<file path="config.mk">
export PLATFORM = sky130hd
export DESIGN_NAME = twl_front
export DESIGN_NICKNAME = d
export VERILOG_FILES = /design/src/hdl/twl_pkg.sv /design/src/hdl/twl_front.sv
export SDC_FILE = /design/constraint.sdc
export NUM_CORES = 1
export LEC_CHECK = 0
export BUFFER_PORTS_ARGS = -buffer_cell sky130_fd_sc_hd__clkbuf_2
export CELL_PAD_IN_SITES_DETAIL_PLACEMENT = 1
export CELL_PAD_IN_SITES_GLOBAL_PLACEMENT = 1
export CORE_AREA = 2 2 158 160
export CTS_CLUSTER_SIZE = 40
export DETAILED_ROUTE_END_ITERATION = 7
export DIE_AREA = 0 0 160 162
export PLACE_DENSITY_LB_ADDON = 0.1
export SLEW_MARGIN = 25
export SYNTH_ARGS = -nofsm -noshare
export SYNTH_HDL_FRONTEND = slang
export SYNTH_SLANG_ARGS = --single-unit
</file>
<file path="constraint.sdc">
create_clock -name clk -period 8.45 [get_ports clk]
set_input_delay 1.2675 -clock clk [delete_from_list [all_inputs] [get_ports clk]]
set_output_delay 1.2675 -clock clk [all_outputs]
set_load 0.1 [all_outputs]
</file>
<file path="src/hdl/twl_pkg.sv">
package twl_pkg;

	// Line geometry and number format
	localparam int MAX_TIME  = 16;
	localparam int FRAC_BITS = 30;
	localparam int ROWS      = 3 * MAX_TIME;
	localparam int ROW_W     = $clog2(ROWS);
	localparam int CNT_W     = $clog2(ROWS + 1);
	localparam int SLICE_W   = $clog2(MAX_TIME);
	localparam int TS_W      = $clog2(MAX_TIME + 1);
	localparam int ACC_W     = 68;
	localparam int QUEUE_DEPTH = 2;

	// line_mode codes
	localparam logic [1:0] MODE_SHORT = 2'd0;
	localparam logic [1:0] MODE_FWD   = 2'd1;
	localparam logic [1:0] MODE_BWD   = 2'd2;

	// register indexes (paddr[2])
	localparam logic REG_MODE   = 1'b0;
	localparam logic REG_EXTENT = 1'b1;

	localparam logic signed [31:0] Q_ONE = 32'(64'd1 << FRAC_BITS);

	typedef struct packed {
		logic signed [31:0] re;
		logic signed [31:0] im;
	} cplx_t;

	typedef cplx_t [2:0] row_t;

	// one stored link row, queued from front to back
	typedef struct packed {
		row_t              data;
		logic [ROW_W-1:0]  row;
		logic              last;
		logic [TS_W-1:0]   extent;
		logic [1:0]        mode;
	} job_t;

	typedef struct packed {
		logic valid;
		job_t job;
	} push_t;

	typedef struct packed {
		logic               strobe;
		logic [SLICE_W-1:0] slice;
		logic [1:0]         row;
		row_t               data;
		logic               last;
	} result_t;

	function automatic logic [ROW_W-1:0] row_addr(input logic [SLICE_W-1:0] s,
		input logic [1:0] x);
		row_addr = ROW_W'(3 * int'(s) + int'(x));
	endfunction

endpackage

</file>
<file path="src/hdl/twl_front.sv">
module twl_front
	import twl_pkg::*;
(
	input  logic        clk,
	input  logic        arst_n,
	input  logic        start,
	output logic        busy,
	input  row_t        in_row,
	input  logic [1:0]  line_mode,
	input  logic [4:0]  time_extent,
	input  logic        queue_full,
	input  logic        line_done,
	output push_t       push
);

	logic [CNT_W-1:0] rows_q;
	logic             pending_q;
	logic [4:0]       ext;
	logic [CNT_W-1:0] idx;
	logic [CNT_W:0]   next_cnt;
	logic [CNT_W:0]   thr;
	logic             accept;
	logic             last;

	// clamp extent to the supported range
	always_comb begin
		ext = time_extent;
		if (ext < 5'd2) ext = 5'd2;
		if (ext > 5'(MAX_TIME)) ext = 5'(MAX_TIME);
	end

	assign busy     = pending_q | queue_full;
	assign accept   = start & ~busy;
	assign idx      = (rows_q >= CNT_W'(ROWS)) ? CNT_W'(ROWS - 1) : rows_q;
	assign next_cnt = {1'b0, idx} + 1'b1;
	assign thr      = (CNT_W+1)'(3 * int'(ext));
	assign last     = next_cnt >= thr;

	always_comb begin
		push.valid       = accept;
		push.job.data    = in_row;
		push.job.row     = idx[ROW_W-1:0];
		push.job.last    = last;
		push.job.extent  = TS_W'(ext);
		push.job.mode    = line_mode;
	end

	// row count and line-in-flight flag
	always_ff @(posedge clk or negedge arst_n) begin
		if (!arst_n) begin
			rows_q    <= '0;
			pending_q <= 1'b0;
		end else begin
			if (accept) rows_q <= last ? '0 : next_cnt[CNT_W-1:0];
			if (accept && last) pending_q <= 1'b1;
			else if (line_done) pending_q <= 1'b0;
		end
	end

endmodule

</file>
==> Word level (Yosys, flattened, before mapping) <==
Index checks and enable logic that the tools add are counted.
{ "totals": {"ff_bits": 7, "inputBits": 204, "out_inout_bits": 208, "word_cells": 19} }
{ "classes": {"add_sub_neg": 1, "multipliers": 1, "order_cmp": 4, "mux": 6, "bitwise": 3, "reduce_logical": 2} }
{ "op_table": {"columns": ["cell", "count"], "rows": [
  ["two-way mux 6 bit", 2],
  ["two-way mux 5 bit", 2],
  ["adder 6 x 1 -> 7 bit, second input constant", 1],
  ["greater-or-equal comparator 7 bit", 1],
  ["multiplier 2 x 5 -> 7 bit, first input constant", 1],
  ["greater-or-equal comparator 6 bit, second input constant", 1],
  ["greater-than comparator 5 bit, second input constant", 1],
  ["< comparator 5 x 2 -> 1 bit, second input constant", 1],
  ["two-way mux 1 bit", 2],
  ["nonzero test 2 bit", 1],
  ["AND 1 bit", 1],
  ["logical AND 1 bit", 1],
  ["NOT 1 bit", 1],
  ["OR 1 bit", 1]
]} }

==> Depth between registers and ports, before layout <==
Gate-level depths: netlist of run 1.
{ "depth": {"word_depth": 8, "mapped_depth": 14, "mapped_depth_nobuf": 13} }

==> Worst setup path before layout of run 1 <==
Ideal clock, no wire load.
{ "synth_timing": {"path_type": "input -> output", "startpoint": "input port time_extent[2]", "endpoint": "output port push[7] (netlist name)", "arrival_time_ns": 4.895, "t_required_ns": 7.183, "setup_slack_ns": 2.287, "cell_stages": 13, "path_buffers": 2, "cell_sequence": "clkbuf_1 nor2_1 nor2_1 nor2_1 ha_1 ha_1 nor3b_1 o21ai_0 o221ai_1 ha_1 o2111ai_1 o21ai_2 buf_4"} }
{ "synth_rtl": {"columns": ["item", "line_no", "rtl"], "rows": [
  ["from (decl)", "twl_front.sv:10", "input logic [4:0] time_extent,"],
  ["to (decl)", "twl_front.sv:13", "output push_t push"]
]} }

==> results of run 1 <==
-- per-stage QoR --
step	util [%]	power (mW)	setup WS, ps	hold slack, ps
floorplan	-	0.6248	2287	474.0
global placement	5.274	0.2376	2821	534.4
detailed placement	5.274	0.2343	2785	507.2
CTS	5.606	0.3223	2805	523.3
global route	5.606	0.3368	2619	557.9
finish	5.606	0.3140	2816	514.5
-- flip-flops by register name (all words and copies together), names as in the netlist --
name / cells
rows_q: 6
pending_q: 1
-- cell usage in the layout, fill, tap and decap left out, drive strengths merged, types with 2 or more instances in the layout --
cell / instances
nand2b: 5
o21ai: 6
nand2: 9
a211oi: 3
nor3b: 3
ha: 10
nor2b: 5
clkbuf: 26
conb: 2
nor2: 7
a31oi: 2
o21a: 2
a21oi: 4
xor2: 2
dfrtp: 7
inv: 7
-- path summary, 6_finish.rpt --
check	start	end	slack (ps)
hold / removal	pending_q$_DFFE_PN0P_	pending_q$_DFFE_PN0P_	510
setup reg to reg	rows_q[5]$_DFFE_PN0P_	rows_q[2]$_DFFE_PN0P_	5420
setup / recovery	time_extent[2]	push[7]	2820
max in group asynchronous	arst_n	rows_q[3]$_DFFE_PN0P_	7330
hold reg to reg	pending_q$_DFFE_PN0P_	pending_q$_DFFE_PN0P_	510
min in group asynchronous	arst_n	pending_q$_DFFE_PN0P_	900
-- where the power goes --
group | internal, mW | switching (mW)
Combinational | 0.0421 | 0.134
Sequential | 0.0418 | 0.0110
Clock | 0.0625 | 0.0222
-- cell usage after synthesis (all sizes together), types with 2 or more instances --
library cell    n
buf           196
ha             10
nand2           9
dfrtp           7
inv             7
nor2            7
clkbuf          6
o21ai           6
nand2b          5
nor2b           5
a21oi           4
a211oi          3
nor3b           3
a31oi           2
conb            2
o21a            2
xor2            2
-- logic make-up after synthesis --
kind of cell,count (synthesis),share of synthesized area (%)
buffers and inverters,209,67.73
XOR/XNOR,2,0.7805
flip-flops,7,7.804
adder cells (fa/ha/maj),10,5.574
other,2,0.3346
AND/OR/NAND/NOR,33,7.693
multiplexers,1,0.5016
AO/OA/AOI/OAI,27,9.588
-- area by class of cell --
| type | count | area (um^2) |
|---|---|---|
| fill | 2930 | 22750 |
| multi-input combinational | 75 | 549.3 |
| tap | 324 | 405.4 |
| sequential | 7 | 175.2 |
| timing repair buffer | 23 | 115.1 |
| clock buffer | 3 | 75.07 |
| inverter | 7 | 26.28 |
| clock inverter | 1 | 5.005 |
-- metal layers --
| layer | track usage, % | wire length (um) |
|---|---|---|
| met4 | 3.235 | 398 |
| met2 | 4.919 | 1906 |
| met1 | 3.784 | 1948 |
| met3 | 2.094 | 624 |
| met5 | 0 | 0 |
==> impl_metrics.tcl, run 1 <==
set metrics [dict create \
    finalCriticalPeriod_ps 5634 \
    hpwl_mm 4.040 \
    ir_drop_mv 0.1536 \
    cts.repair.resized 0 \
    dpl.cell_count 436 \
    nNetsFinal 331 \
    io_buffers 23 \
    area_growth_syn_to_layout_pct -39.80 \
    boundaryPins 412 \
    dpl_cell_area_mm2 0.001271 \
    stdcell_count 440 \
    synth_fp_nets 505 \
    globalRouteTotalUtil_pct 3.557 \
    yosysWarnings 0 \
    setup_total_negative_slack_ps 0 \
    p_leak_nw 0.5240 \
    insertion_delay_ps 240 \
    floorplan.rows 57 \
    crit_slowest_cell "clkbuf_2" \
    starting_utilization_of_the_core_area_pct 9.312 \
    grt_setup_unrepaired "false" \
    fin_worst_skew_ps 7.525 \
    number_of_synthesized_flops_with_an_enable_pin 0 \
    synth.distinct_cells 35 \
    antenna_violations_before_repair 0 \
    place.gp.congestion 0.6278 \
    most_common_flop_cell_mapped_by_yosys "dfrtp_1" \
    die_width_um 160 \
    yosys.area.top_type "buf_4" \
    number_of_vias_in_the_routed_layout 935 \
    ant_nets 0 \
    required_ps 7180 \
    worst_slew_pin_slew_ps 630.8 \
    syn_inst 291 \
    clkTransAtPathRegs_ps 40 \
    worstSetupPathDepth 11 \
    holdBufCountCts 0 \
    drv_slew 0 \
    number_of_global_route_vias_before_repair 1043 \
    synthesis.area_per_instance_um2 7.714 \
    worstSetupEndpointType "output port" \
    number_of_h_tree_branching_levels 1 \
    fp.dieArea_mm2 0.02592 \
    pwr_density_cell_mw_per_mm2 232.3 \
    post-cts-setup-buffers 0 \
    hold_class "register to register" \
    die_height_um 162 \
    total_cts_buffers 3 \
    tritoncts "done" \
    clock-sinks 7 \
    ctsLongestPathBuffers 2 \
    critical_path_class "primary input to output port" \
    core-area_mm2 0.02411 \
    most_prevalent_standard_cell_on_the_critical_path "ha_1" \
    detail_route.vias_per_cell 2.125 \
    run_status "completed" \
    avgRoutedWirePerCell_um 11.08 \
    post_synth_instance_area_mm2 0.002245 \
    drcViolationCount 0 \
    worst_ep_arrival_time_ps 4370 \
    whs_path_depth 1 \
    synth-async-reset-ratio_pct 100.0 \
    grt_start_max_net_pins 12 \
    cp_slowest_stage_delay_ps 550 \
    setup_viol 0 \
    start_kind "primary input" \
    post_synth_main_area_contributors "buf_4, dfrtp_1, ha_1, nand2_1, nand2b_1" \
    fmax_mhz 177.5 \
    grt_pass1_wl_mm 6.879 \
    r2r.worst_path.cells 9 \
    cp_cell_sequence "clkbuf_2, o311a_1, ha_1, ha_1, o21ai_0, o21a_1, o221ai_1, ha_1, o2111ai_1, o21ai_2, clkbuf_2" \
    globalRoute.totalOverflow 0 \
    detail_route.first_pass.iterations 4 \
    antennaDiodeCount 0 \
    synth_seq_cells 7 \
    drt_iter0_markers 29 \
    seq_area_frac_synth_pct 7.804 \
    ctsRootBufferMaster "clkbuf_16" \
    final-hold-violation-count 0 \
    timing.critical_path.fanout_max 11 \
    timing.final.crit_share_pct 66.67 \
    drv_cap 0 \
    final_cell_area_mm2 0.001351 \
    buf_inv_on_cp 2 \
    synth_top_area_share_pct 65.55 \
    drive_gt1_share_pct 29.31 \
    worst_path_dominant_cell_family "compound AO/OA/AOI/OAI gates" \
    routed_wl_mm 4.877 \
    maxSlewHeadroom_pct 58.12 \
]
Power figures use the tool's default switching activity.
==> run 2, diff against run 1 <==
Clock period 8.45 ns to 5.9 ns, I/O delays scaled along.
==> run 2 against run 1 <==
  * Routed wire length increased by 1.9%
  * Sequential share of layout area decreased by 0.060 points
  * Clock power increased by 45%
  * Critical path type unchanged
==> impl_metrics.tcl, run 2 (same netlist as run 1, synthesis figures left out) <==
set metrics [dict create \
    number_of_global_route_vias_before_repair 1061 \
    worst_ep_arrival_time_ps 3720 \
    number_of_h_tree_branching_levels 1 \
    fin_hold_ws_ps 504.5 \
    reg_to_reg_setup_timing_slack_ps 2960 \
    drcViolationCount 0 \
    fp.dieArea_mm2 0.02592 \
    report.power.total_mw 0.4532 \
    ir_drop_mv 0.3119 \
    p_leak_nw 0.5264 \
    clock-sinks 7 \
    drv_cap 0 \
    leading_cell_types_in_the_layout_fill_and_taps_excluded "clkbuf_2, ha_1, nand2_1" \
    largest_reg_flops 6 \
    setup_viol 0 \
    reg2reg_from "rows_q[5]$_DFFE_PN0P_" \
    cp_cell_sequence "clkbuf_2, o311a_1, ha_1, ha_1, nor3b_1, o21ai_0, o221ai_1, ha_1, a211o_1, a31oi_2, o21ai_2, buf_4, clkbuf_2" \
    hpwl_mm 4.105 \
    required_ps 5020 \
    post-cts-setup-buffers 0 \
    fin_worst_skew_ps 1.041 \
    drive_gt1_share_pct 29.06 \
    hold_class "primary input to async pin" \
    buf_inv_on_cp 3 \
    routed_wl_mm 4.970 \
    grt_start_max_net_pins 12 \
    r2r.worst_path.cells 10 \
    holdBufCountCts 0 \
    detail_route.vias_per_cell 2.163 \
    most_prevalent_standard_cell_on_the_critical_path "ha_1" \
    grt_pass1_wl_mm 6.982 \
    die_width_um 160 \
    worst_path_dominant_cell_family "compound AO/OA/AOI/OAI gates" \
    detail_route.first_pass.iterations 4 \
    reg.largest.list "rows_q x6, pending_q x1" \
    nNetsFinal 332 \
    cp_slowest_stage_delay_ps 410 \
    avgRoutedWirePerCell_um 11.27 \
    final-hold-violation-count 0 \
    number_of_vias_in_the_routed_layout 954 \
    drv_slew 0 \
    worst_r2r_endpoint "rows_q[3]$_DFFE_PN0P_" \
    globalRoute.totalOverflow 0 \
    die_height_um 162 \
    timing.critical_path.fanout_max 9 \
    globalRouteTotalUtil_pct 3.633 \
    run_status "completed" \
    timing.final.crit_share_pct 78.09 \
    grt_setup_unrepaired "false" \
    crit_slowest_cell "o311a_1" \
    layout_commonest_cell "clkbuf_2" \
    registers.top_by_ff_count "rows_q" \
    antennaDiodeCount 0 \
    ctsLongestPathBuffers 2 \
    clkTransAtPathRegs_ps 40 \
    total_cts_buffers 3 \
    ant_nets 0 \
    finalCriticalPeriod_ps 4607 \
    setup_total_negative_slack_ps 0 \
    area_growth_syn_to_layout_pct -39.52 \
    tritoncts "done" \
    ctsRootBufferMaster "clkbuf_16" \
    boundaryPins 412 \
    io_buffers 23 \
    final_core_utilization_pct 5.632 \
    start_kind "primary input" \
    starting_utilization_of_the_core_area_pct 9.312 \
    core-area_mm2 0.02411 \
    critical_path_class "primary input to output port" \
    floorplan.rows 57 \
    fmax_mhz 217.1 \
    worstSetupEndpointType "output port" \
    pwr_density_cell_mw_per_mm2 333.8 \
    insertion_delay_ps 230 \
    maxSlewHeadroom_pct 58.32 \
    cts.repair.resized 0 \
    antenna_violations_before_repair 0 \
    place.gp.congestion 0.6200 \
    worst_slew_pin_slew_ps 627.8 \
    drt_iter0_markers 23 \
]
## run 2: changes by cell type in the layout (fill, tap and decap cells not counted), sizes merged
cell    delta
buf        +1
clkbuf     +1
clkinv     -1
## run 2: per-stage QoR
stage | setup WS [ps] | instance area, um^2 | cells
2_1_floorplan | 502.1 | 2245 | 291
3_3_place_gp | 1258 | 1279 | 437
3_5_place_dp | 1251 | 1279 | 437
4_1_cts | 1233 | 1358 | 441
5_1_grt | 1053 | 1358 | 441
6_report | 1293 | 1358 | 441
## run 2: how the worst max path moves through the flow
stage / end / startpoint / slack [ps] / cells past startpoint
finish: push[7] / time_extent[3] / 1290 / 13
floorplan: push[7] / time_extent[2] / 500 / 13
detailed placement: push[7] / time_extent[3] / 1250 / 13
CTS: push[7] / time_extent[3] / 1230 / 13
global placement: push[7] / time_extent[3] / 1260 / 13
global route: push[7] / time_extent[3] / 1050 / 13
## run 2: power breakdown
group	switching (mW)	total (mW)	leakage [nW]	internal, mW
clock network	0.0319	0.123	0.0382	0.0906
logic	0.193	0.254	0.398	0.0613
registers	0.0166	0.0764	0.0898	0.0598
total	0.242	0.453	0.526	0.212
## run 2: cell type report
| type | instances | area [um^2] |
|---|---|---|
| clock buffer | 4 | 78.83 |
| fill | 2939 | 22750 |
| tap | 324 | 405.4 |
| timing repair buffer | 24 | 122.6 |
| inverter | 7 | 26.28 |
| sequential | 7 | 175.2 |
| multi-input combinational | 75 | 549.3 |
## run 2: metal layers
| metal | track usage (%) | wire [um] | vias up | part of all wire, % |
|---|---|---|---|---|
| li1 | - | - | 377 | - |
| met1 | 3.985 | 1988 | 441 | 40 |
| met2 | 4.998 | 1953 | 82 | 39 |
| met3 | 1.941 | 630 | 54 | 13 |
| met4 | 3.358 | 398 | 0 | 8.0 |
| met5 | 0 | 0 | - | 0 |
