`src/hdl/twl_pkg.sv`:
```
package twl_pkg;

	// Line geometry and number format
	localparam int MAX_TIME  = 16;
	localparam int FRAC_BITS = 30;
	localparam int ROWS      = 3 * MAX_TIME;
	localparam int ROW_W     = $clog2(ROWS);
	localparam int CNT_W     = $clog2(ROWS + 1);
	localparam int SLICE_W   = $clog2(MAX_TIME);
	localparam int TS_W      = $clog2(MAX_TIME + 1);
	localparam int ACC_W     = 68;
	localparam int QUEUE_DEPTH = 2;

	// line_mode codes
	localparam logic [1:0] MODE_SHORT = 2'd0;
	localparam logic [1:0] MODE_FWD   = 2'd1;
	localparam logic [1:0] MODE_BWD   = 2'd2;

	// register indexes (paddr[2])
	localparam logic REG_MODE   = 1'b0;
	localparam logic REG_EXTENT = 1'b1;

	localparam logic signed [31:0] Q_ONE = 32'(64'd1 << FRAC_BITS);

	typedef struct packed {
		logic signed [31:0] re;
		logic signed [31:0] im;
	} cplx_t;

	typedef cplx_t [2:0] row_t;

	// one stored link row, queued from front to back
	typedef struct packed {
		row_t              data;
		logic [ROW_W-1:0]  row;
		logic              last;
		logic [TS_W-1:0]   extent;
		logic [1:0]        mode;
	} job_t;

	typedef struct packed {
		logic valid;
		job_t job;
	} push_t;

	typedef struct packed {
		logic               strobe;
		logic [SLICE_W-1:0] slice;
		logic [1:0]         row;
		row_t               data;
		logic               last;
	} result_t;

	function automatic logic [ROW_W-1:0] row_addr(input logic [SLICE_W-1:0] s,
		input logic [1:0] x);
		row_addr = ROW_W'(3 * int'(s) + int'(x));
	endfunction

endpackage

```
`src/hdl/twl_queue.sv`:
```
module twl_queue
	import twl_pkg::*;
#(
	parameter int DEPTH = QUEUE_DEPTH
)(
	input  logic  clk,
	input  logic  arst_n,
	input  push_t push,
	input  logic  pop,
	output logic  full,
	output logic  not_empty,
	output job_t  head
);

	localparam int PW = (DEPTH > 1) ? $clog2(DEPTH) : 1;
	localparam int CW = $clog2(DEPTH + 1);

	job_t           mem_q [DEPTH];
	logic [PW-1:0]  wr_q;
	logic [PW-1:0]  rd_q;
	logic [CW-1:0]  cnt_q;
	logic           do_push;
	logic           do_pop;

	assign full      = cnt_q == CW'(DEPTH);
	assign not_empty = cnt_q != '0;
	assign do_push   = push.valid & ~full;
	assign do_pop    = pop & not_empty;
	assign head      = mem_q[rd_q];

	always_ff @(posedge clk) begin
		if (do_push) mem_q[wr_q] <= push.job;
	end

	// pointers wrap at DEPTH
	always_ff @(posedge clk or negedge arst_n) begin
		if (!arst_n) begin
			wr_q  <= '0;
			rd_q  <= '0;
			cnt_q <= '0;
		end else begin
			if (do_push) wr_q <= (wr_q == PW'(DEPTH - 1)) ? '0 : wr_q + 1'b1;
			if (do_pop)  rd_q <= (rd_q == PW'(DEPTH - 1)) ? '0 : rd_q + 1'b1;
			if (do_push && !do_pop) cnt_q <= cnt_q + 1'b1;
			else if (do_pop && !do_push) cnt_q <= cnt_q - 1'b1;
		end
	end

endmodule

```
`config.mk`:
```
export PLATFORM = sky130hd
export DESIGN_NAME = twl_queue
export DESIGN_NICKNAME = d
export VERILOG_FILES = /design/src/hdl/twl_pkg.sv /design/src/hdl/twl_queue.sv
export SDC_FILE = /design/constraint.sdc
export NUM_CORES = 1
export LEC_CHECK = 0
export ABC_AREA = 1
export ABC_CLOCK_PERIOD_IN_PS = 22200
export BUFFER_PORTS_ARGS = -buffer_cell sky130_fd_sc_hd__buf_2
export CAP_MARGIN = 20
export CORE_ASPECT_RATIO = 0.5
export CORE_MARGIN = 5
export CORE_UTILIZATION = 45
export CTS_BUF_LIST = sky130_fd_sc_hd__clkbuf_2
export CTS_CLUSTER_DIAMETER = 60
export CTS_CLUSTER_SIZE = 40
export DETAILED_ROUTE_END_ITERATION = 7
export PLACE_DENSITY = 0.76
export SYNTH_ARGS = -nofsm -noshare
export SYNTH_HDL_FRONTEND = slang
export SYNTH_SLANG_ARGS = --single-unit
```
`constraint.sdc`:
```
create_clock -name clk -period 22.2 [get_ports clk]
set_input_delay 0 -clock clk [delete_from_list [all_inputs] [get_ports clk]]
set_output_delay 0 -clock clk [all_outputs]
set_load 0.05 [all_outputs]
```
==> impl_metrics.py, run 1 <==
metrics = {
    "outcome": {
        "status": "did not finish",
        "haltStage": "clock tree synthesis (4_1_cts)",
        "firstError": "[ERROR RSZ-0060] Max buffer count reached.",
    },
    "floorplan": {
        "io_pins": 418,
        "row_count": 47,
        "start_util": 0.4587,
        "die_w_um": 270.3,
        "dieHeight_um": 140.1,
    },
    "synth": {
        "synth_fp_nets": 1318,
        "synthAdderAreaFrac": 0.0008209,
        "ys_seq_elements": 416,
        "yosysUniqueCellTypes": 14,
        "yosysSeqAreaShare": 0.8183,
        "synthCells": 1107,
        "synthXorXnorAreaFrac": 0.0005746,
        "avgSynthCellArea_um2": 13.77,
        "synth-compound-area-share": 0.0003284,
        "synth.area.mux_share": 0,
        "yosys.area_share.simple": 0.1567,
        "yosysWarningCount": 0,
        "synth_top_family_by_area": "simple AND/OR/NAND/NOR gates",
        "syn_area_mm2": 0.01524,
    },
    "place": {
        "portBuffers": 417,
        "place_congestion": 0.8774,
        "place_inst": 1928,
        "hpwl_um": 25130,
    },
    "clocking": {
        "cts_setup_buffers": 0,
        "cts_buffers": 19,
        "cts_root_buffer": "clkbuf_2",
        "cts_buffer_depth": 3,
        "holdBufCountCts": 393,
        "cts_resized": 0,
        "h-tree-depth": 1,
        "cts.sink_count": 416,
    },
}
-- stage by stage --
stage | instance area, um2 | hold WS [ns] | setup WS [ns]
floorplan | 15240 | -0.2956 | 12.33
global placement | 17640 | -0.1869 | 18.88
detailed placement | 17640 | -0.1850 | 18.81
-- kinds of logic after synthesis --
logic type      after synthesis
xor+xnor                      1
compound gates                1
fa+ha+maj                     1
simple gates                635
buf+inv                      53
flops                       416
-- synthesized netlist by cell type --
master | count | area share
ha_1 | 1 | 0.00082
buf_6 | 12 | 0.0089
nand2_1 | 629 | 0.15
inv_1 | 7 | 0.0017
inv_4 | 1 | 0.00041
nor2_1 | 3 | 0.00074
edfxtp_1 | 412 | 0.81
nand3_1 | 2 | 0.00066
buf_4 | 9 | 0.0044
nand4_1 | 1 | 0.00041
dfrtp_1 | 4 | 0.0066
xnor2_1 | 1 | 0.00057
o21ai_0 | 1 | 0.00033
buf_2 | 24 | 0.0079
==> run 2, diff against run 1 <==
Settings changed: CORE_ASPECT_RATIO 0.5 to default, CORE_UTILIZATION 45 to 30, CTS_BUF_LIST sky130_fd_sc_hd__clkbuf_2 to default, CTS_CLUSTER_DIAMETER 60 to default, CTS_CLUSTER_SIZE 40 to default, PLACE_DENSITY 0.76 to default, PLACE_DENSITY_LB_ADDON from default to 0.15.
==> impl_metrics.py, run 2 <==
metrics = {
    "place": {
        "place_area_mm2": 0.01794,
        "hpwl_um": 24520,
        "place_congestion": 0.7631,
        "portBuffers": 417,
        "place_inst": 2161,
    },
    "sta": {
        "worstMarginPinSlew_ns": 1.013,
        "fmax_mhz": 303.9,
        "finClkSkew_ns": 0.009951,
        "setup_violations": 0,
        "finalSetupTns_ns": 0,
        "finalCritPeriodShare": 0.1482,
        "rsz0062_at_grt": "false",
        "finalMaxSlewViolations": 0,
        "min_period_ns": 3.290,
        "hold_viol": 0,
        "relSlewSlack": 0.3246,
    },
    "cells_and_area": {
        "final_common_cell": "nand2_1",
        "largest_reg_flops": 412,
        "final_cells": 2457,
        "final_cell_mix": "nand2_1, buf_2, edfxtp_1",
        "syn_to_final_growth_pct": 40.64,
        "fill_cells": 4675,
        "reg_top3": "mem_q (412), cnt_q (2)",
        "regMostFlops": "mem_q",
        "stdcell_area_mm2": 0.02144,
        "drive_above_1_share": 0.2762,
        "layout.nets": 1957,
    },
    "worst_setup_path": {
        "cp.arrival_ns": 3.29,
        "cp_slowest_cell": "buf_4",
        "crit_path_end_kind": "output port",
        "path_common_cell": "nand2_1",
        "critical_path_buf_inv_count": 3,
        "cpLargestDelayFamily": "buffers and inverters",
        "timing_worst_setup_path_type": "flip-flop to output port",
        "crit_required_ns": 22.20,
        "startpoint_type": "flip-flop",
        "cpPeakStageDelay_ns": 0.84,
        "timing.critical_path.cells": "inv_6, buf_4, nand2_1, nand2_1, buf_2",
        "crit_path_max_fanout": 79,
    },
    "synth": {
        "yosysUniqueCellTypes": 14,
        "yosysSeqAreaShare": 0.8183,
        "netlist_top_cells_area": "edfxtp_1, nand2_1, buf_6, buf_2, dfrtp_1",
        "synth_most_common_cell": "nand2_1",
        "synth_top_area_frac": 0.8117,
        "avgSynthCellArea_um2": 13.77,
        "syn_area_mm2": 0.01524,
        "synth_fp_nets": 1318,
        "ys_seq_elements": 416,
        "synthCells": 1107,
        "synth_edf_count": 412,
        "yosys-top-cells-count": "nand2_1, edfxtp_1, buf_2",
        "yosysTopAreaCell": "edfxtp_1",
        "async_flop_share": 0.009615,
        "yosysWarningCount": 0,
        "yosys_most_used_dff": "edfxtp_1",
    },
    "routing": {
        "wl_per_cell_um": 16.03,
        "drt-total-wl_um": 39380,
        "dr.pass1.iters": 5,
        "vias": 10250,
        "viasPerCell": 4.172,
        "drtIter0Drc": 532,
        "drc": 0,
        "drtAntennaViolNets": 0,
    },
    "pwr": {
        "total_leakage_power_uw": 0.009075,
        "internal_power_uw": 1750,
        "total_power_uw": 3261,
        "pwr-share-comb": 0.441,
        "switching_share": 0.4633,
        "p_per_area_mw_per_mm2": 152.1,
        "switchingPower_uw": 1511,
        "p_clk_frac": 0.215,
        "sequentialPowerShare": 0.344,
        "ir_drop_uv": 100.8,
    },
    "clocking": {
        "cts_setup_buffers": 0,
        "holdBufCountCts": 210,
        "cts_resized": 0,
        "insertion_delay_ns": 0.56,
        "h-tree-depth": 2,
        "cts_buffers": 45,
        "clkTransAtPathRegs_ns": 0.06,
        "cts.sink_count": 416,
        "cts_tree": "done",
        "cts_buffer_depth": 3,
        "cts_root_buffer": "clkbuf_16",
    },
    "global_route": {
        "grt_max_degree": 97,
        "grt_use_total": 0.1367,
        "antenna_found_initial": 5,
        "met1_usage": 0.1808,
        "grt_first_pass_wirelength_um": 60310,
        "grt_use_met2": 0.2170,
        "overflow": 0,
        "grt_pass1_vias": 10420,
        "grt.busiest_layer": "met2",
        "grt_use_met3": 0.04522,
    },
    "worst_hold_path": {
        "hold_path.class": "input pin to flip-flop",
    },
    "floorplan": {
        "io_pins": 418,
        "start_util": 0.3038,
        "die_w_um": 235.4,
        "core_area_mm2": 0.05017,
        "row_count": 82,
        "fp.dieArea_mm2": 0.05542,
        "dieHeight_um": 235.4,
    },
    "run": {
        "cap_violations": 0,
    },
    "outcome": {
        "status": "finished clean",
    },
}
## run 2: cell counts after synthesis
No cell type changed its count.
## run 2: per-layer routing
layer | wire (um) | part of all wire
met5 | 0 | 0
met4 | 827 | 0.021
met3 | 3272 | 0.083
met2 | 18490 | 0.47
met1 | 16800 | 0.43
## run 2: final timing paths
| check | from | end | slack (ns) | cells after the start |
|---|---|---|---|---|
| worst max-delay path | rd_q | head[171] | 18.91 | 5 |
| worst min-delay path | push[181] | mem_q[0][181] | 0.17 | 2 |
| worst max register to register | cnt_q[1] | mem_q[0][179] | 19.46 | 6 |
| worst min register to register | cnt_q[1] | cnt_q[1] | 0.48 | 2 |
| max in group asynchronous | arst_n | rd_q | 21.64 | 3 |
| min in group asynchronous | arst_n | rd_q | 0.36 | 3 |
## run 2: cell type report
cell class,instances,area (um2),area share
sequential,416,12480,0.5820
clock buffer,58,1217,0.05679
inverter,8,42.54,0.001984
clock inverter,24,163.9,0.007646
antenna,4,10.01,0.0004669
timing repair buffer,637,4264,0.1989
tap,672,840.8,0.03922
multi-input combinational,638,2422,0.1130
## run 2: per-stage QoR
step	setup WS (ns)	hold WS [ns]	util
2_1_floorplan	12.33	-0.2956	-
3_3_place_gp	19.38	-0.1874	0.3576
3_5_place_dp	19.38	-0.1866	0.3576
4_1_cts	18.76	0.1210	0.4271
5_1_grt	18.59	0.1440	0.4273
6_report	18.91	0.1678	0.4273
## run 2: cells by family after synthesis
family                   after synthesis  share of synthesized area
AND/OR/NAND/NOR                      635                     0.1567
flip-flops                           416                     0.8183
buffers and inverters                 53                    0.02331
AO/OA/AOI/OAI                          1                  0.0003280
XOR/XNOR                               1                  0.0005747
adder cells (fa/ha/maj)                1                  0.0008208
## run 2: worst register-to-register path, cell delays in order, from the launching register on
cell     delay (ns)
dfrtp_1        0.37
inv_1          0.11
nor2_1         0.07
nor2_1         0.14
nand2_1        0.17
inv_8          0.57
buf_4          0.86
## run 2: power by group through the flow
stage / Clock, uW / Combinational (uW) / Sequential [uW]
floorplan: 0 / 1080 / 1170
global placement: 0 / 1440 / 1140
detailed placement: 0 / 1430 / 1140
CTS: 728 / 1470 / 1120
global route: 760 / 1540 / 1140
finish: 701 / 1440 / 1120
Power figures use the tool's default switching activity.
==> run 3, diff against run 2 <==
Settings changed: ABC_CLOCK_PERIOD_IN_PS 22200 to 3000.
Clock period 22.2 ns to 3 ns, I/O delays scaled along.
==> impl_metrics.py, run 3 (synthesis results as in run 2) <==
metrics = {
    "clocking": {
        "cts.sink_count": 416,
        "clkTransAtPathRegs_ns": 0.06,
        "cts_tree": "done",
        "cts_buffers": 46,
        "cts_root_buffer": "clkbuf_16",
        "insertion_delay_ns": 0.56,
        "h-tree-depth": 2,
        "cts_buffer_depth": 3,
    },
    "global_route": {
        "grt_use_met3": 0.04241,
        "met1_usage": 0.1741,
        "grt_first_pass_wirelength_um": 59890,
        "grt_max_degree": 208,
        "grt.busiest_layer": "met2",
        "grt_pass1_vias": 10290,
        "overflow": 0,
        "grt_use_met2": 0.2219,
        "antenna_found_initial": 1,
        "grt_use_total": 0.1355,
    },
    "routing": {
        "drtIter0Drc": 437,
        "drc": 0,
        "viasPerCell": 4.161,
        "wl_per_cell_um": 15.84,
        "vias": 10210,
        "dr.pass1.iters": 5,
        "drtAntennaViolNets": 0,
        "drt-total-wl_um": 38870,
    },
    "pwr": {
        "total_power_uw": 24300,
        "switchingPower_uw": 11200,
        "ir_drop_uv": 883.4,
        "total_leakage_power_uw": 0.009084,
        "sequentialPowerShare": 0.337,
        "pwr-share-comb": 0.446,
        "p_clk_frac": 0.217,
        "p_per_area_mw_per_mm2": 1129,
        "switching_share": 0.4609,
        "internal_power_uw": 13100,
    },
    "sta": {
        "hold_ws_ns": 0.1564,
        "finalMaxSlewViolations": 0,
        "finalCritPeriodShare": 0.8297,
        "setup_ws_ns": 0.5110,
        "fmax_mhz": 401.8,
        "setup_violations": 0,
        "min_period_ns": 2.489,
        "finClkSkew_ns": 0.01807,
        "rsz0062_at_grt": "false",
        "worstMarginPinSlew_ns": 1.187,
        "hold_viol": 0,
        "relSlewSlack": 0.2088,
    },
    "worst_setup_path": {
        "cp.depth": 4,
        "cp.arrival_ns": 2.49,
        "r2r_start": "cnt_q[1]",
        "crit_required_ns": 3.00,
        "critical_path_buf_inv_count": 2,
        "timing.critical_path.cells": "buf_12, nand2_1, nand2_1, buf_2",
        "path_common_cell": "nand2_1",
        "startpoint": "rd_q",
        "cpPeakStageDelay_ns": 0.63,
        "crit_path_end_kind": "output port",
        "rr_endpoint": "mem_q[0][135]",
        "worstRegToRegCells": 6,
        "cpLargestDelayFamily": "buffers and inverters",
        "worstSetupEndpoint": "head[132]",
        "timing_worst_setup_path_type": "flip-flop to output port",
        "crit_path_max_fanout": 207,
        "cp_slowest_cell": "buf_12",
        "reg2reg_slack_ns": 0.89,
        "startpoint_type": "flip-flop",
    },
    "floorplan": {
        "io_pins": 418,
        "dieHeight_um": 235.4,
        "core_area_mm2": 0.05017,
        "row_count": 82,
        "die_w_um": 235.4,
        "fp.dieArea_mm2": 0.05542,
        "start_util": 0.3038,
    },
    "place": {
        "pre_cts_ws_ns": 0.9391,
        "portBuffers": 417,
        "hpwl_um": 23550,
        "place_congestion": 0.7815,
        "place_inst": 2159,
    },
    "cells_and_area": {
        "largest_reg_flops": 412,
        "final_cell_mix": "nand2_1, buf_2, edfxtp_1",
        "fill_cells": 4684,
        "layout.nets": 1956,
        "drive_above_1_share": 0.2758,
        "final_cells": 2453,
        "syn_to_final_growth_pct": 41.23,
        "final_common_cell": "nand2_1",
        "reg_top3": "mem_q (412), cnt_q (2)",
        "regMostFlops": "mem_q",
    },
    "worst_hold_path": {
        "hold_path.class": "input pin to flip-flop",
    },
    "run": {
        "cap_violations": 0,
    },
    "outcome": {
        "status": "finished clean",
    },
}
## run 3: power by group through the flow
stage | Clock [uW] | Sequential, uW | Combinational (uW)
5_1_grt | 5730 | 8290 | 11500
3_3_place_gp | 0 | 8300 | 10800
3_5_place_dp | 0 | 8320 | 10800
2_1_floorplan | 0 | 8410 | 8030
6_report | 5270 | 8200 | 10800
4_1_cts | 5460 | 8200 | 11100
## run 3: how the worst min path moves through the flow
stage,depth (start not counted),endpoint,startpoint,slack [ns]
after floorplan,0,cnt_q[0],arst_n,-0.30
after global placement,1,cnt_q[1],arst_n,-0.18
after detailed placement,1,rd_q,arst_n,-0.18
after CTS,2,mem_q[0][199],push[199],0.11
after global routing,2,mem_q[0][199],push[199],0.13
final,2,mem_q[0][199],push[199],0.16
## run 3: cell type report
cell class | instances | area, um2 | share of cell area
inverters | 8 | 38.79 | 0.001802
clock inverters | 22 | 202.7 | 0.009416
flip-flops and latches | 416 | 12480 | 0.5795
well taps | 672 | 840.8 | 0.03906
clock buffers | 61 | 1207 | 0.05609
repair buffers | 635 | 4324 | 0.2009
diodes | 1 | 2.502 | 0.0001162
multi-input cells | 638 | 2435 | 0.1131
## run 3: per-stage QoR
step | instance area (um2) | util | setup TNS, ns
6_report | 21530 | 0.4291 | 0
5_1_grt | 21530 | 0.4291 | 0
4_1_cts | 21520 | 0.4290 | 0
3_5_place_dp | 18010 | 0.3590 | 0
3_3_place_gp | 18010 | 0.3590 | 0
2_1_floorplan | 15270 | - | -517.68
## run 3: worst register-to-register path, cell delays in order (launching register included)
cell	delay (ns)
dfrtp_1	0.37
inv_1	0.14
nor2_4	0.06
nor2_2	0.11
nand2_2	0.09
clkinvlp_4	0.10
buf_12	0.60
## run 3: per-layer routing
metal / vias to the layer above / wire length (um)
li1: 5023 / -
met1: 4797 / 16370
met2: 319 / 18450
met3: 68 / 3037
met4: 0 / 1012
met5: - / 0
## run 3: repair_timing
item	4_1_cts	5_1_grt
hold buffers	210	0
endpoints found under the setup margin	0	0
setup buffers	0	0
endpoints found under the hold margin	420	0
resized for setup	0	0
==> run 4, diff against run 3 <==
Settings changed: ABC_CLOCK_PERIOD_IN_PS 3000 to 2100.
Clock period 3 ns to 2.1 ns, I/O delays scaled along.
==> impl_metrics.py, run 4 (synthesis results as in run 2) <==
metrics = {
    "outcome": {
        "status": "finished clean",
    },
    "worst_setup_path": {
        "cp.depth": 4,
        "cpLargestDelayFamily": "buffers and inverters",
        "crit_required_ns": 2.10,
        "crit_path_max_fanout": 82,
        "startpoint_type": "flip-flop",
        "path_common_cell": "nand2_1",
        "critical_path_buf_inv_count": 2,
        "crit_path_end_kind": "output port",
        "cp_slowest_cell": "dfrtp_4",
        "reg2reg_slack_ns": 0.34,
        "cp.arrival_ns": 2.02,
        "r2r_start": "cnt_q[1]",
        "timing.critical_path.cells": "buf_12, nand2_1, nand2_1, buf_2",
        "timing_worst_setup_path_type": "flip-flop to output port",
        "cpPeakStageDelay_ns": 0.51,
        "worstRegToRegCells": 6,
        "rr_endpoint": "mem_q[0][199]",
    },
    "sta": {
        "min_period_ns": 2.024,
        "finalSetupTns_ns": 0,
        "relSlewSlack": 0.6661,
        "worstMarginPinSlew_ns": 0.5008,
        "finClkSkew_ns": 0.01422,
        "setup_violations": 0,
        "finalMaxSlewViolations": 0,
        "rsz0062_at_grt": "true",
        "hold_viol": 0,
        "fmax_mhz": 494.2,
        "finalCritPeriodShare": 0.9636,
    },
    "global_route": {
        "overflow": 0,
        "met1_usage": 0.1845,
        "grt_max_degree": 83,
        "grt_first_pass_wirelength_um": 62000,
        "grt_pass1_vias": 10590,
        "grt.busiest_layer": "met2",
        "grt_use_met3": 0.03925,
        "grt_use_met2": 0.2319,
        "antenna_found_initial": 4,
        "grt_use_total": 0.1409,
    },
    "cells_and_area": {
        "reg_top3": "mem_q (412), cnt_q (2)",
        "multiInputGateArea_mm2": 0.002435,
        "largest_reg_flops": 412,
        "final_cell_mix": "nand2_1, edfxtp_1, buf_2",
        "final_common_cell": "nand2_1",
        "syn_to_final_growth_pct": 43.26,
        "seq_area_mm2": 0.01248,
        "layout.nets": 1966,
        "final_cells": 2463,
        "drive_above_1_share": 0.2808,
        "fill_cells": 4625,
        "regMostFlops": "mem_q",
    },
    "place": {
        "hpwl_um": 25470,
        "place_congestion": 0.7348,
        "portBuffers": 417,
        "place_inst": 2170,
    },
    "routing": {
        "dr.pass1.iters": 4,
        "drc": 0,
        "vias": 10320,
        "drt-total-wl_um": 40260,
        "drtAntennaViolNets": 0,
        "drtIter0Drc": 514,
        "wl_per_cell_um": 16.35,
        "viasPerCell": 4.189,
    },
    "floorplan": {
        "fp.dieArea_mm2": 0.05542,
        "row_count": 82,
        "dieHeight_um": 235.4,
        "start_util": 0.3038,
        "die_w_um": 235.4,
        "io_pins": 418,
        "core_area_mm2": 0.05017,
    },
    "run": {
        "cap_violations": 0,
    },
    "pwr": {
        "ir_drop_uv": 1193,
        "total_power_uw": 35250,
        "p_per_area_mw_per_mm2": 1614,
        "total_leakage_power_uw": 0.009199,
    },
    "clocking": {
        "cts_buffer_depth": 3,
        "h-tree-depth": 2,
        "cts_root_buffer": "clkbuf_16",
        "clkTransAtPathRegs_ns": 0.06,
        "cts_tree": "done",
        "insertion_delay_ns": 0.55,
        "cts_buffers": 45,
        "cts.sink_count": 416,
    },
    "worst_hold_path": {
        "hp-start": "push[192]",
        "whs_endpoint": "mem_q[0][192]",
        "hold_path.class": "input pin to flip-flop",
        "holdPathStages": 2,
    },
}
==> run 4: cell count changes in the layout (fill, tap and decap cells not counted), sizes merged <==
cell    change
bufinv      -1
clkinv      -1
buf        -33
diode       +2
clkbuf     +43
==> run 4: worst max path at each step <==
stage / startpoint / end / slack [ns]
6_report: rd_q / head[90] / 0.08
5_1_grt: rd_q / head[90] / -0.03
4_1_cts: rd_q / head[90] / 0.009
3_5_place_dp: cnt_q[1] / mem_q[0][169] / 0.31
3_3_place_gp: cnt_q[1] / mem_q[0][166] / 0.34
2_1_floorplan: cnt_q[0] / mem_q[0][0] / -2.26
==> run 4: layer usage <==
| metal | share of wire | vias up |
|---|---|---|
| met5 | 0.00017 | - |
| met4 | 0.022 | 2 |
| met3 | 0.066 | 55 |
| met2 | 0.48 | 314 |
| met1 | 0.43 | 4901 |
| li1 | - | 5046 |
==> run 4: per-stage QoR <==
step	hold WS [ns]	worst slack, ns	util	area, um2
after global routing	0.1374	-0.03437	0.4352	21840
after detailed placement	-0.1765	0.3083	0.3622	18170
final	0.1694	0.07638	0.4352	21840
after global placement	-0.1772	0.3388	0.3622	18170
after floorplan	-0.2956	-2.256	-	15270
after CTS	0.1142	0.008723	0.4329	21720
==> run 4: layout make-up <==
type,instances,share of cell area
clock buffer,60,0.05610
sequential,416,0.5713
timing repair buffer,646,0.2130
antenna,3,0.0003438
multi-input combinational,638,0.1115
inverter,8,0.002120
tap,672,0.03851
clock inverter,20,0.007048
==> run 4: repair_timing <==
| item | 4_1_cts | 5_1_grt |
|---|---|---|
| hold endpoints to repair | 420 | 0 |
| resized for setup | 21 | 44 |
| setup buffers | 0 | 0 |
| hold buffers | 210 | 0 |
| endpoints found under the setup margin | 142 | 66 |
==> run 4: worst register-to-register path: cells and delay by family (launching register included) <==
kind,cells,cell delay (ns)
and+or+nand+nor,3,0.28
DFF,1,0.37
buffers and inverters,3,0.61
==> run 4: report_power, final <==
| group | switching [uW] | total (uW) | internal, uW |
|---|---|---|---|
| Combinational | 12600 | 16100 | 3480 |
| Clock | 3120 | 7460 | 4340 |
| Sequential | 409 | 11700 | 11300 |
| Total | 16100 | 35200 | 19100 |
